==> config.mk <==
export PLATFORM = sky130hd
export DESIGN_NAME = positional_sequence_store
export DESIGN_NICKNAME = d
export VERILOG_FILES = /design/src/rtl/core/pss_pkg.sv /design/src/rtl/core/positional_sequence_store.sv /design/src/rtl/core/pss_mem.sv /design/src/rtl/core/pss_seq.sv
export SDC_FILE = /design/constraint.sdc
export NUM_CORES = 2
export LEC_CHECK = 0
export BUFFER_PORTS_ARGS = -buffer_cell sky130_fd_sc_hd__buf_2
export CAP_MARGIN = 5
export CORE_MARGIN = 8
export CORE_UTILIZATION = 43
export CTS_CLUSTER_DIAMETER = 150
export DETAILED_ROUTE_END_ITERATION = 7
export HOLD_SLACK_MARGIN = 0.02
export PLACE_DENSITY = 0.56
export SYNTH_ARGS = -nofsm -noshare
export SYNTH_HDL_FRONTEND = slang
export SYNTH_SLANG_ARGS = --single-unit
==> constraint.sdc <==
create_clock -name clk -period 6.59 [get_ports clk]
set_input_delay 1.318 -clock clk [delete_from_list [all_inputs] [get_ports clk]]
set_output_delay 1.318 -clock clk [all_outputs]
set_load 0.005 [all_outputs]
==> src/rtl/core/pss_pkg.sv <==
package pss_pkg;

  // default sizing
  localparam int CAPACITY_DEF   = 64;
  localparam int VALUE_BITS_DEF = 32;

  // command codes
  localparam logic [1:0] CMD_INSERT = 2'd0;
  localparam logic [1:0] CMD_GET    = 2'd1;
  localparam logic [1:0] CMD_SET    = 2'd2;
  localparam logic [1:0] CMD_CLEAR  = 2'd3;

  // status codes
  localparam logic [1:0] ST_DONE  = 2'd0;
  localparam logic [1:0] ST_RANGE = 2'd1;
  localparam logic [1:0] ST_FULL  = 2'd2;

  // read value for anything but a good get
  localparam logic signed [31:0] READ_NONE = -32'sd1;

  // one result item
  typedef struct packed {
    logic signed [31:0] read_value;
    logic [1:0]         status;
    logic [6:0]         entry_count;
  } res_t;

endpackage

==> src/rtl/core/positional_sequence_store.sv <==
// from accept to out_valid, set, clear, rejects and insert into an empty list pass through
// check and done; get through check, read wait and done; other inserts through check, a read
// and a move per entry moved back, (count - position + 1), then place and done
// each move is one registered read and one write of the entry memory; one item at a time:
// in_stall is high from accept until the result is loaded, so no new item is taken in between
// reset clears the entry count and control; entry memory is not cleared
module positional_sequence_store import pss_pkg::*; #(
  parameter int CAPACITY   = CAPACITY_DEF,
  parameter int VALUE_BITS = VALUE_BITS_DEF,
  localparam int ADDR_W    = (CAPACITY > 1) ? $clog2(CAPACITY) : 1
) (
  input  logic               clk,
  input  logic               rst,
  input  logic               in_valid,
  output logic               in_stall,
  input  logic [1:0]         cmd,
  input  logic signed [31:0] item_value,
  input  logic [7:0]         position,
  output logic               out_valid,
  input  logic               out_stall,
  output logic signed [31:0] read_value,
  output logic [1:0]         status,
  output logic [6:0]         entry_count
);

  logic                  busy;
  logic                  done;
  logic                  start;
  logic                  out_free;
  res_t                  res;
  logic                  mem_we;
  logic [ADDR_W-1:0]     mem_waddr;
  logic [VALUE_BITS-1:0] mem_wdata;
  logic                  mem_re;
  logic [ADDR_W-1:0]     mem_raddr;
  logic [VALUE_BITS-1:0] mem_rdata;

  assign in_stall = busy;
  assign start    = in_valid && !busy;
  assign out_free = !out_valid || !out_stall;

  pss_seq #(
    .CAPACITY  (CAPACITY),
    .VALUE_BITS(VALUE_BITS)
  ) u_seq (
    .clk       (clk),
    .rst       (rst),
    .start     (start),
    .cmd       (cmd),
    .item_value(item_value),
    .position  (position),
    .out_free  (out_free),
    .busy      (busy),
    .done      (done),
    .res       (res),
    .mem_we    (mem_we),
    .mem_waddr (mem_waddr),
    .mem_wdata (mem_wdata),
    .mem_re    (mem_re),
    .mem_raddr (mem_raddr),
    .mem_rdata (mem_rdata)
  );

  pss_mem #(
    .CAPACITY  (CAPACITY),
    .VALUE_BITS(VALUE_BITS)
  ) u_mem (
    .clk  (clk),
    .we   (mem_we),
    .waddr(mem_waddr),
    .wdata(mem_wdata),
    .re   (mem_re),
    .raddr(mem_raddr),
    .rdata(mem_rdata)
  );

  // output register
  always_ff @(posedge clk) begin
    if (rst) begin
      out_valid <= 1'b0;
    end else if (done) begin
      out_valid <= 1'b1;
    end else if (out_valid && !out_stall) begin
      out_valid <= 1'b0;
    end
  end

  always_ff @(posedge clk) begin
    if (done) begin
      read_value  <= res.read_value;
      status      <= res.status;
      entry_count <= res.entry_count;
    end
  end

  // an accepted item keeps the input side stalled
  a_busy_after_accept: assert property (@(posedge clk) disable iff (rst)
    (in_valid && !in_stall) |=> in_stall)
    else $error("input not stalled after accept");

  // a result is only handed over when the output register is free
  a_done_when_free: assert property (@(posedge clk) disable iff (rst)
    done |-> (!out_valid || !out_stall))
    else $error("result would overwrite a waiting item");

  // failed commands never carry a read value
  a_fail_no_value: assert property (@(posedge clk) disable iff (rst)
    (out_valid && status != ST_DONE) |-> (read_value == READ_NONE))
    else $error("rejected command carries a value");

  // a new result only appears out of a busy sequencer
  a_result_from_busy: assert property (@(posedge clk) disable iff (rst)
    done |-> busy)
    else $error("result without work in flight");

endmodule

==> src/rtl/core/pss_mem.sv <==
module pss_mem import pss_pkg::*; #(
  parameter int CAPACITY   = CAPACITY_DEF,
  parameter int VALUE_BITS = VALUE_BITS_DEF,
  localparam int ADDR_W    = (CAPACITY > 1) ? $clog2(CAPACITY) : 1
) (
  input  logic                  clk,
  input  logic                  we,
  input  logic [ADDR_W-1:0]     waddr,
  input  logic [VALUE_BITS-1:0] wdata,
  input  logic                  re,
  input  logic [ADDR_W-1:0]     raddr,
  output logic [VALUE_BITS-1:0] rdata
);

  logic [VALUE_BITS-1:0] mem [CAPACITY];

  // one write port, one registered read port
  always_ff @(posedge clk) begin
    if (we) begin
      mem[waddr] <= wdata;
    end
    if (re) begin
      rdata <= mem[raddr];
    end
  end

endmodule

==> src/rtl/core/pss_seq.sv <==
module pss_seq import pss_pkg::*; #(
  parameter int CAPACITY   = CAPACITY_DEF,
  parameter int VALUE_BITS = VALUE_BITS_DEF,
  localparam int ADDR_W    = (CAPACITY > 1) ? $clog2(CAPACITY) : 1,
  localparam int CNT_W     = $clog2(CAPACITY + 1),
  localparam int CMP_W     = ((CNT_W > 8) ? CNT_W : 8) + 1
) (
  input  logic                         clk,
  input  logic                         rst,
  input  logic                         start,
  input  logic [1:0]                   cmd,
  input  logic signed [31:0]           item_value,
  input  logic [7:0]                   position,
  input  logic                         out_free,
  output logic                         busy,
  output logic                         done,
  output res_t                         res,
  output logic                         mem_we,
  output logic [ADDR_W-1:0]            mem_waddr,
  output logic [VALUE_BITS-1:0]        mem_wdata,
  output logic                         mem_re,
  output logic [ADDR_W-1:0]            mem_raddr,
  input  logic [VALUE_BITS-1:0]        mem_rdata
);

  localparam logic [2:0] S_IDLE   = 3'd0;
  localparam logic [2:0] S_CHECK  = 3'd1;
  localparam logic [2:0] S_READ   = 3'd2;
  localparam logic [2:0] S_MOVE   = 3'd3;
  localparam logic [2:0] S_PLACE  = 3'd4;
  localparam logic [2:0] S_RDWAIT = 3'd5;
  localparam logic [2:0] S_DONE   = 3'd6;

  logic [2:0]            state;
  logic [1:0]            cmd_r;
  logic [VALUE_BITS-1:0] val_r;
  logic [7:0]            pos_r;
  logic [CNT_W-1:0]      count;
  logic [ADDR_W-1:0]     idx;
  logic [ADDR_W-1:0]     tgt;
  logic signed [31:0]    res_value;
  logic [1:0]            res_status;

  logic signed [63:0]    val_ext;
  logic signed [63:0]    rd_ext;
  logic [CMP_W-1:0]      pos_w;
  logic [CMP_W-1:0]      cnt_w;
  logic [CMP_W-1:0]      pos_m1;
  logic [CMP_W-1:0]      cnt_p1;
  logic [ADDR_W-1:0]     idx_m1;
  logic                  in_range;
  logic                  ins_range;
  logic                  is_full;

  // value conversion to and from the stored width
  assign val_ext = 64'(item_value);
  assign rd_ext  = 64'(signed'(mem_rdata));

  // shared compare and decrement unit
  assign pos_w     = CMP_W'(pos_r);
  assign cnt_w     = CMP_W'(count);
  assign pos_m1    = pos_w - CMP_W'(1);
  assign cnt_p1    = cnt_w + CMP_W'(1);
  assign idx_m1    = idx - ADDR_W'(1);
  assign in_range  = (pos_w != '0) && (pos_w <= cnt_w);
  assign ins_range = (pos_w != '0) && (pos_w <= cnt_p1);
  assign is_full   = (cnt_w >= CMP_W'(CAPACITY));

  assign busy = (state != S_IDLE);
  assign done = (state == S_DONE) && out_free;

  // memory port control
  always_comb begin
    mem_we    = 1'b0;
    mem_waddr = pos_m1[ADDR_W-1:0];
    mem_wdata = val_r;
    mem_re    = 1'b0;
    mem_raddr = pos_m1[ADDR_W-1:0];
    case (state)
      S_CHECK: begin
        if (cmd_r == CMD_INSERT && !is_full && count == '0) begin
          mem_we    = 1'b1;
          mem_waddr = '0;
        end else if (cmd_r == CMD_SET && in_range) begin
          mem_we = 1'b1;
        end else if (cmd_r == CMD_GET && in_range) begin
          mem_re = 1'b1;
        end
      end
      S_READ: begin
        mem_re    = 1'b1;
        mem_raddr = idx_m1;
      end
      S_MOVE: begin
        mem_we    = 1'b1;
        mem_waddr = idx;
        mem_wdata = mem_rdata;
      end
      S_PLACE: begin
        mem_we    = 1'b1;
        mem_waddr = tgt;
      end
      default: begin
      end
    endcase
  end

  // sequencer
  always_ff @(posedge clk) begin
    if (rst) begin
      state <= S_IDLE;
      count <= '0;
    end else begin
      case (state)
        S_IDLE: begin
          if (start) begin
            cmd_r <= cmd;
            val_r <= val_ext[VALUE_BITS-1:0];
            pos_r <= position;
            state <= S_CHECK;
          end
        end
        S_CHECK: begin
          res_value  <= READ_NONE;
          res_status <= ST_DONE;
          state      <= S_DONE;
          case (cmd_r)
            CMD_INSERT: begin
              if (is_full) begin
                res_status <= ST_FULL;
              end else if (count == '0) begin
                count <= CNT_W'(1);
              end else if (!ins_range) begin
                res_status <= ST_RANGE;
              end else begin
                idx <= count[ADDR_W-1:0];
                tgt <= pos_m1[ADDR_W-1:0];
                if (count[ADDR_W-1:0] == pos_m1[ADDR_W-1:0]) begin
                  state <= S_PLACE;
                end else begin
                  state <= S_READ;
                end
              end
            end
            CMD_GET: begin
              if (in_range) begin
                state <= S_RDWAIT;
              end else begin
                res_status <= ST_RANGE;
              end
            end
            CMD_SET: begin
              if (!in_range) begin
                res_status <= ST_RANGE;
              end
            end
            default: begin
              count <= '0;
            end
          endcase
        end
        S_READ: begin
          state <= S_MOVE;
        end
        S_MOVE: begin
          idx <= idx_m1;
          if (idx_m1 == tgt) begin
            state <= S_PLACE;
          end else begin
            state <= S_READ;
          end
        end
        S_PLACE: begin
          count <= count + CNT_W'(1);
          state <= S_DONE;
        end
        S_RDWAIT: begin
          res_value <= rd_ext[31:0];
          state     <= S_DONE;
        end
        S_DONE: begin
          if (out_free) begin
            state <= S_IDLE;
          end
        end
        default: begin
          state <= S_IDLE;
        end
      endcase
    end
  end

  // result item, with the count after the command
  assign res = {res_value, res_status, cnt_w[6:0]};

endmodule
After elaboration in Yosys (flattened, before gate mapping)

Memory sizes are Yosys's and may differ from the RTL's. A register that Yosys moved wholly into a read port is not among the register bits.
Cells that the tools add are included.

Output and inout bits: 43
Memories kept: 1
Register bits after elaboration: 140
Bits in writable memories: 2048
Input bits: 46
Logic and storage cells: 116

Reduce and logical (&&, ||, !) cells: 33
Bitwise operators: 3
Add/sub/neg operators: 4
Magnitude comparators: 3
Muxes and demuxes: 40
Eq/ne operators: 19

Memory list:

| name      | words | width | read ports | clocked after Yosys merged registers in | wr ports | line          | text |
|---|---|---|---|---|---|---|---|
| u_mem.mem | 64    | 32    | 1          | 1                                       | 1        | pss_mem.sv:15 | `logic [VALUE_BITS-1:0] mem [CAPACITY];` |

Operators with widths:

| operator                                                            | number |
|---|---|
| 32-bit case mux with 2 select lines                                 | 1 |
| 6-bit two-way mux                                                   | 6 |
| 32-bit two-way mux                                                  | 1 |
| 7-bit case mux with 2 select lines                                  | 2 |
| 3-bit two-way mux                                                   | 7 |
| 3-bit case mux with 6 select lines                                  | 1 |
| 6-bit case mux with 3 select lines                                  | 1 |
| 7-bit two-way mux                                                   | 2 |
| 6-bit == test                                                       | 2 |
| 6-bit case mux with 2 select lines                                  | 1 |
| 6-bit AND reduction                                                 | 2 |
| 6-bit by 1-bit subtractor with 6-bit output (second input constant) | 2 |
| 1-bit two-way mux                                                   | 11 |
| 3-bit == test (second input constant)                               | 3 |
| 1-bit logical AND                                                   | 9 |
| 9-bit nonzero test                                                  | 1 |
| 7-bit by 1-bit adder with 8-bit output (second input constant)      | 1 |
| 8-bit by 7-bit less-or-equal comparator with 1-bit output           | 1 |
| 8-bit less-or-equal comparator                                      | 1 |
| 2-bit inequality test (second input constant)                       | 4 |
| 2-bit nonzero test                                                  | 4 |
| 7-bit by 1-bit adder with 7-bit output (second input constant)      | 1 |
| 7-bit greater-or-equal comparator (second input constant)           | 1 |
| 7-bit zero test                                                     | 1 |
| other kinds (20)                                                    | 36 |

Depth between registers and ports, before layout

Word-level depth: 8
Mapped depth: 14
Gate-level depth less buffers: 12

Cells and area by module

Synthesis repeated with hierarchy kept, for this count alone.

Cell total of the unflattened synthesis: 3834
Area total of the unflattened synthesis: 85145.4 µm²

Modules (own cells, without submodules):

| module                    | times used | seq. area each (µm²) | area an instance (µm²) | cells an instance |
|---|---|---|---|---|
| pss_mem                   | 1          | 62459.9              | 78835.6                | 3324 |
| pss_seq                   | 1          | 2842.7               | 5039.8                 | 464 |
| positional_sequence_store | 1          | 1251.2               | 1270.0                 | 46 |

Worst setup path before layout

Ideal clock, no wire load.

Path kind: reg-to-reg
Start point: register u_seq.count[6]
End point: register u_mem.rdata[0] (read register of u_mem.mem) (enable)
Clock period less this slack: 5.124 ns
Setup slack: 1.466 ns
Required time: 6.120 ns
Buffers on the path: 1
Setup time: 0.470 ns
Arrival: 4.654 ns
Stages on the path, launching flop included: 10
Cell sequence: dfxtp_1 clkbuf_1 inv_1 ha_1 and4b_1 a2111oi_0 a211oi_1 or2_2 or3_1 o31ai_1

Cells in the longest elaborated chain, start to end: 7
Elaborated cells on any way between the ends: 13
Those cells by class: order compare (2); mux (4); reduce/logical (7)

Ends and longest elaborated chain:

| item                                                      | line                            | text |
|---|---|---|
| from (decl)                                               | pss_seq.sv:38                   | `logic [CNT_W-1:0] count;` |
| from (signal assigned)                                    | pss_seq.sv:174                  | `count <= count + CNT_W'(1);` |
| 8-bit by 7-bit less-or-equal comparator with 1-bit output | pss_seq.sv:65                   | `assign in_range = (pos_w != '0) && (pos_w <= cnt_w);` |
| 1-bit logical AND                                         | pss_seq.sv:65                   |  |
| 1-bit logical AND                                         | pss_seq.sv:86                   | `end else if (cmd_r == CMD_GET && in_range) begin` |
| 1-bit two-way mux                                         | pss_seq.sv:86                   |  |
| 1-bit two-way mux                                         | pss_seq.sv:84                   | `end else if (cmd_r == CMD_SET && in_range) begin` |
| 1-bit two-way mux (*)                                     | pss_seq.sv:81                   | `if (cmd_r == CMD_INSERT && !is_full && count == '0) begin` |
| 1-bit case mux with 2 select lines (*)                    | pss_seq.sv:79                   | `case (state)` |
| named net mem_re                                          | positional_sequence_store.sv:34 | `logic mem_re;` |
| to (decl)                                                 | pss_mem.sv:12                   | `output logic [VALUE_BITS-1:0] rdata` |

Mark *: on every way through the listed nets, which the timed path passes. The rest lies on a longest branch.
A chain may end at the register's enable or synchronous reset.

Final worst setup path

Start point: register u_seq.count[5]
End point: memory u_mem.mem[11][21] (netlist name) (enable)

Cells in the longest elaborated chain, start to end: 8
Elaborated cells on any way between the ends: 15
Those cells by class: order compare (2); mux (7); reduce/logical (6)

Ends and longest elaborated chain:

| item                                                                                                                  | line                         | text |
|---|---|---|
| 8-bit by 7-bit less-or-equal comparator with 1-bit output / 7-bit greater-or-equal comparator (equally long branches) | pss_seq.sv:65, pss_seq.sv:67 |  |
| 1-bit logical AND / 1-bit zero test (equally long branches)                                                           | pss_seq.sv:65, pss_seq.sv:81 |  |
| 1-bit logical AND, on equally long branches                                                                           | pss_seq.sv:84, pss_seq.sv:81 |  |
| 1-bit two-way mux / 1-bit logical AND (equally long branches)                                                         | pss_seq.sv:84, pss_seq.sv:81 |  |
| 1-bit two-way mux                                                                                                     | pss_seq.sv:81                |  |
| 1-bit case mux with 2 select lines                                                                                    | pss_seq.sv:79                |  |
| 1-bit two-way mux                                                                                                     | pss_mem.sv:19                | `if (we) begin` |
| 1-bit two-way mux (not written as such)                                                                               | pss_mem.sv:20                | `mem[waddr] <= wdata;` |
| to (decl)                                                                                                             | pss_mem.sv:15                |  |

Several ways; a longest one is shown, not always the timed one.

==> out/qor.txt <==
outcome: complete, no violations
WL final: 259 mm
first-pass GRT wire length: 364 mm
First DRT Iteration DRCs: 6,873
vias per cell: 5.82
Synth Area in Compound Gates: 3.43%
clock buffer depth: 3
Register Area: 66,600 sq um
Fill cells: 17,101
largest net degree at the start of global routing: 130
hold buffers post-CTS: 0
final total power: 41.6 mW
Initial Utilization: 43.1%
clock sinks: 2,220
post-synthesis cell type count: 61
vias in the first global route: 48,613
Worst setup EP type: flop
grt ovf: 0
RD Place Congestion: 0.900
maximum capacitance violations: 0
PortBufs: 88
crit path launch type: flop
std cell rows: 165
Metal-1 WL: 101 mm
most common cell after layout, fill and taps aside: edfxtp_1
Peak Freq: 191 MHz
Final period util: 79.7%
hpwl dp: 154 mm
uppermost layer routed: met5
most frequent cells in the layout: edfxtp_1, nand2_1, nand3_1
synthesized area: 86,900 sq um
Core Area: 201,000 sq um
WS Path Type: reg -> reg
Die X: 466 microns
Worst R2R Start: u_seq.count[5]
Critical path origin: u_seq.count[5]
Remaining DRCs: 0
Seq/Total Area, Yosys: 76.6%
initial antenna violation count: 38
CTS root buf: clkbuf_16
simple-gate share of the synthesized area: 10.4%
HP Start: u_seq.res_value[2]
crit path time final: 5.25 ns
# IOs: 89
Worst slew margin: 3.77%
Post-Synthesis Cells: 5,674
CTS clk-pin slew, worst paths: 0.06 ns
XOR/XNOR Fraction of Synth Area: 0.212%
Synthesized Nets: 5,744
DRT antenna net count: 0
Hold WC Path Type: reg -> reg
final instance area: 98,900 sq um
Die Area: 217,000 sq um
RSZ-0062 raised after global routing: false
dpl ws: 1.59 ns
depth of the CTS H-tree: 4
share of post-route cells with drive strength above 1: 14.2%
Post-Synth Adder-Cell Area: 0.345%
YS warnings: 0
Pwr per Cell Area: 421 nW/um^2
Multi-input gate area: 19,700 sq um
post-synthesis register bit count: 2,220
number of synthesized flops with an enable pin: 2,209
GRT Total Usage: 23.2%
largest cells by area after synthesis: edfxtp_1, nand2_1, mux2i_1
Avg Cell Area, Syn: 15.3 sq um
Cell Area, Placed: 91,800 sq um
worst-path maximum fanout: 20
Synth top area share: 76.3%
routed len/inst: 29.8 microns
fraction of registers with async set/reset: 0%
Req. time, crit path: 7.13 ns
TritonCTS clock tree: done
Leak: 33.0 nW
post-cts sizing count: 0
critical path arrival: 5.79 ns
vias: 50,792
clk_lat worst skew: 0.88 ns
Worst VDD drop: 0.460 mV
mux cell area share after synthesis: 7.17%
top cell type by total area after synthesis: edfxtp_1
met2 wire length: 124 mm
post-CTS setup buffers: 0
largest family of logic cells by synthesized area: simple AND/OR/NAND/NOR gates
final hold viol count: 0
P&R area growth vs syn: 13.8%
Detailed Routing Iterations Pass 1: 7
main flop type after synthesis: edfxtp_1
final setup TNS: 0 ns
fin. max-slew vios: 0
skew final: 0.0592 ns
final setup fails: 0
die height: 466 microns
Inserted Clock Buffers: 219
DR WL met3: 23.0 mm
Worst Tran Pin Value: 1.43 ns
Worst Slack Setup Final: 1.34 ns
layout net count: 5,911
-- final timing paths --
path / end / slack [ns] / cells past startpoint
max: u_mem.mem[11][21] / 1.34 / 10
min: read_value[2] / 0.42 / 0
min reg2reg: read_value[2] / 0.42 / 0
max reg2reg: u_mem.mem[11][21] / 1.34 / 10
-- stage by stage --
stage | cells | utilization, % | hold slack, ns
2_1_floorplan | 5674 | - | 0.400
3_3_place_gp | 8286 | 45.5 | 0.404
3_5_place_dp | 8291 | 45.6 | 0.405
4_1_cts | 8699 | 49.0 | 0.414
5_1_grt | 8701 | 49.1 | 0.423
6_report | 8720 | 49.1 | 0.419
-- cell type report --
| class | instances | share of cell area, % |
|---|---|---|
| sequential | 2220 | 67.3 |
| multi-input combinational | 3087 | 19.9 |
| clock buffer | 280 | 5.82 |
| tap | 2672 | 3.38 |
| timing repair buffer | 284 | 2.16 |
| clock inverter | 128 | 1.25 |
| inverter | 29 | 0.110 |
| antenna | 20 | 0.0506 |
-- synthesized netlist by cell type (8+ instances only) --
cell      count
buf_4        10
or2_2        35
a32oi_1      77
buf_2        87
nand3_1     556
a21oi_1     222
or4_1        33
buf_1        33
nor3_1       11
nor4_1       97
mux4_2      100
ha_1         24
clkbuf_1    197
dfxtp_1      11
a31oi_1      18
o21ai_0      13
inv_1        29
xor2_1        9
xnor2_1      12
a211oi_1      8
mux2i_1     394
buf_6        11
or3_1         9
o22ai_1      97
nand2_1    1192
nor2_1       99
edfxtp_1   2209
-- routing by layer --
layer	track usage, %	up-vias
met2	37.9	2338
li1	-	21944
met5	0	-
met4	8.92	8
met1	30.5	26060
met3	5.21	442
-- where the power goes --
part | total (mW) | internal [mW] | switching (mW)
clock network | 12.3 | 6.89 | 5.38
registers | 17.3 | 17.0 | 0.346
logic | 12.0 | 3.21 | 8.82
total | 41.6 | 27.1 | 14.6
-- state kept, by name (all words and copies together), names as in the netlist --
register,count
entry_count,7
out_valid,1
read_value,32
status,2
u_mem.mem,2048
u_mem.rdata,32
u_seq.cmd_r,2
u_seq.count,7
u_seq.idx,6
u_seq.pos_r,8
u_seq.res_status,2
u_seq.res_value,32
u_seq.state,3
u_seq.tgt,6
u_seq.val_r,32
-- kinds of logic (layout without fill, tap and decap cells) --
kind of cell	count (synthesis)	in the layout
adder cells (fa/ha/maj)	24	24
AO/OA/AOI/OAI	478	478
multiplexers	497	497
AND/OR/NAND/NOR	2067	2067
buffers and inverters	367	721
XOR/XNOR	21	21
other	0	20
flip-flops	2220	2220
-- critical path, cell delays in order (launching register included) --
cell and delay [ns]:
dfxtp_1 0.41, inv_1 0.16, ha_1 0.34, a21o_1 0.20, a2111oi_0 0.46, a211oi_1 0.16
nor4b_1 0.87, o21a_1 0.38, nand2_1 0.74, nor2_4 0.88, buf_4 0.29
(Power assumes the default switching activity.)
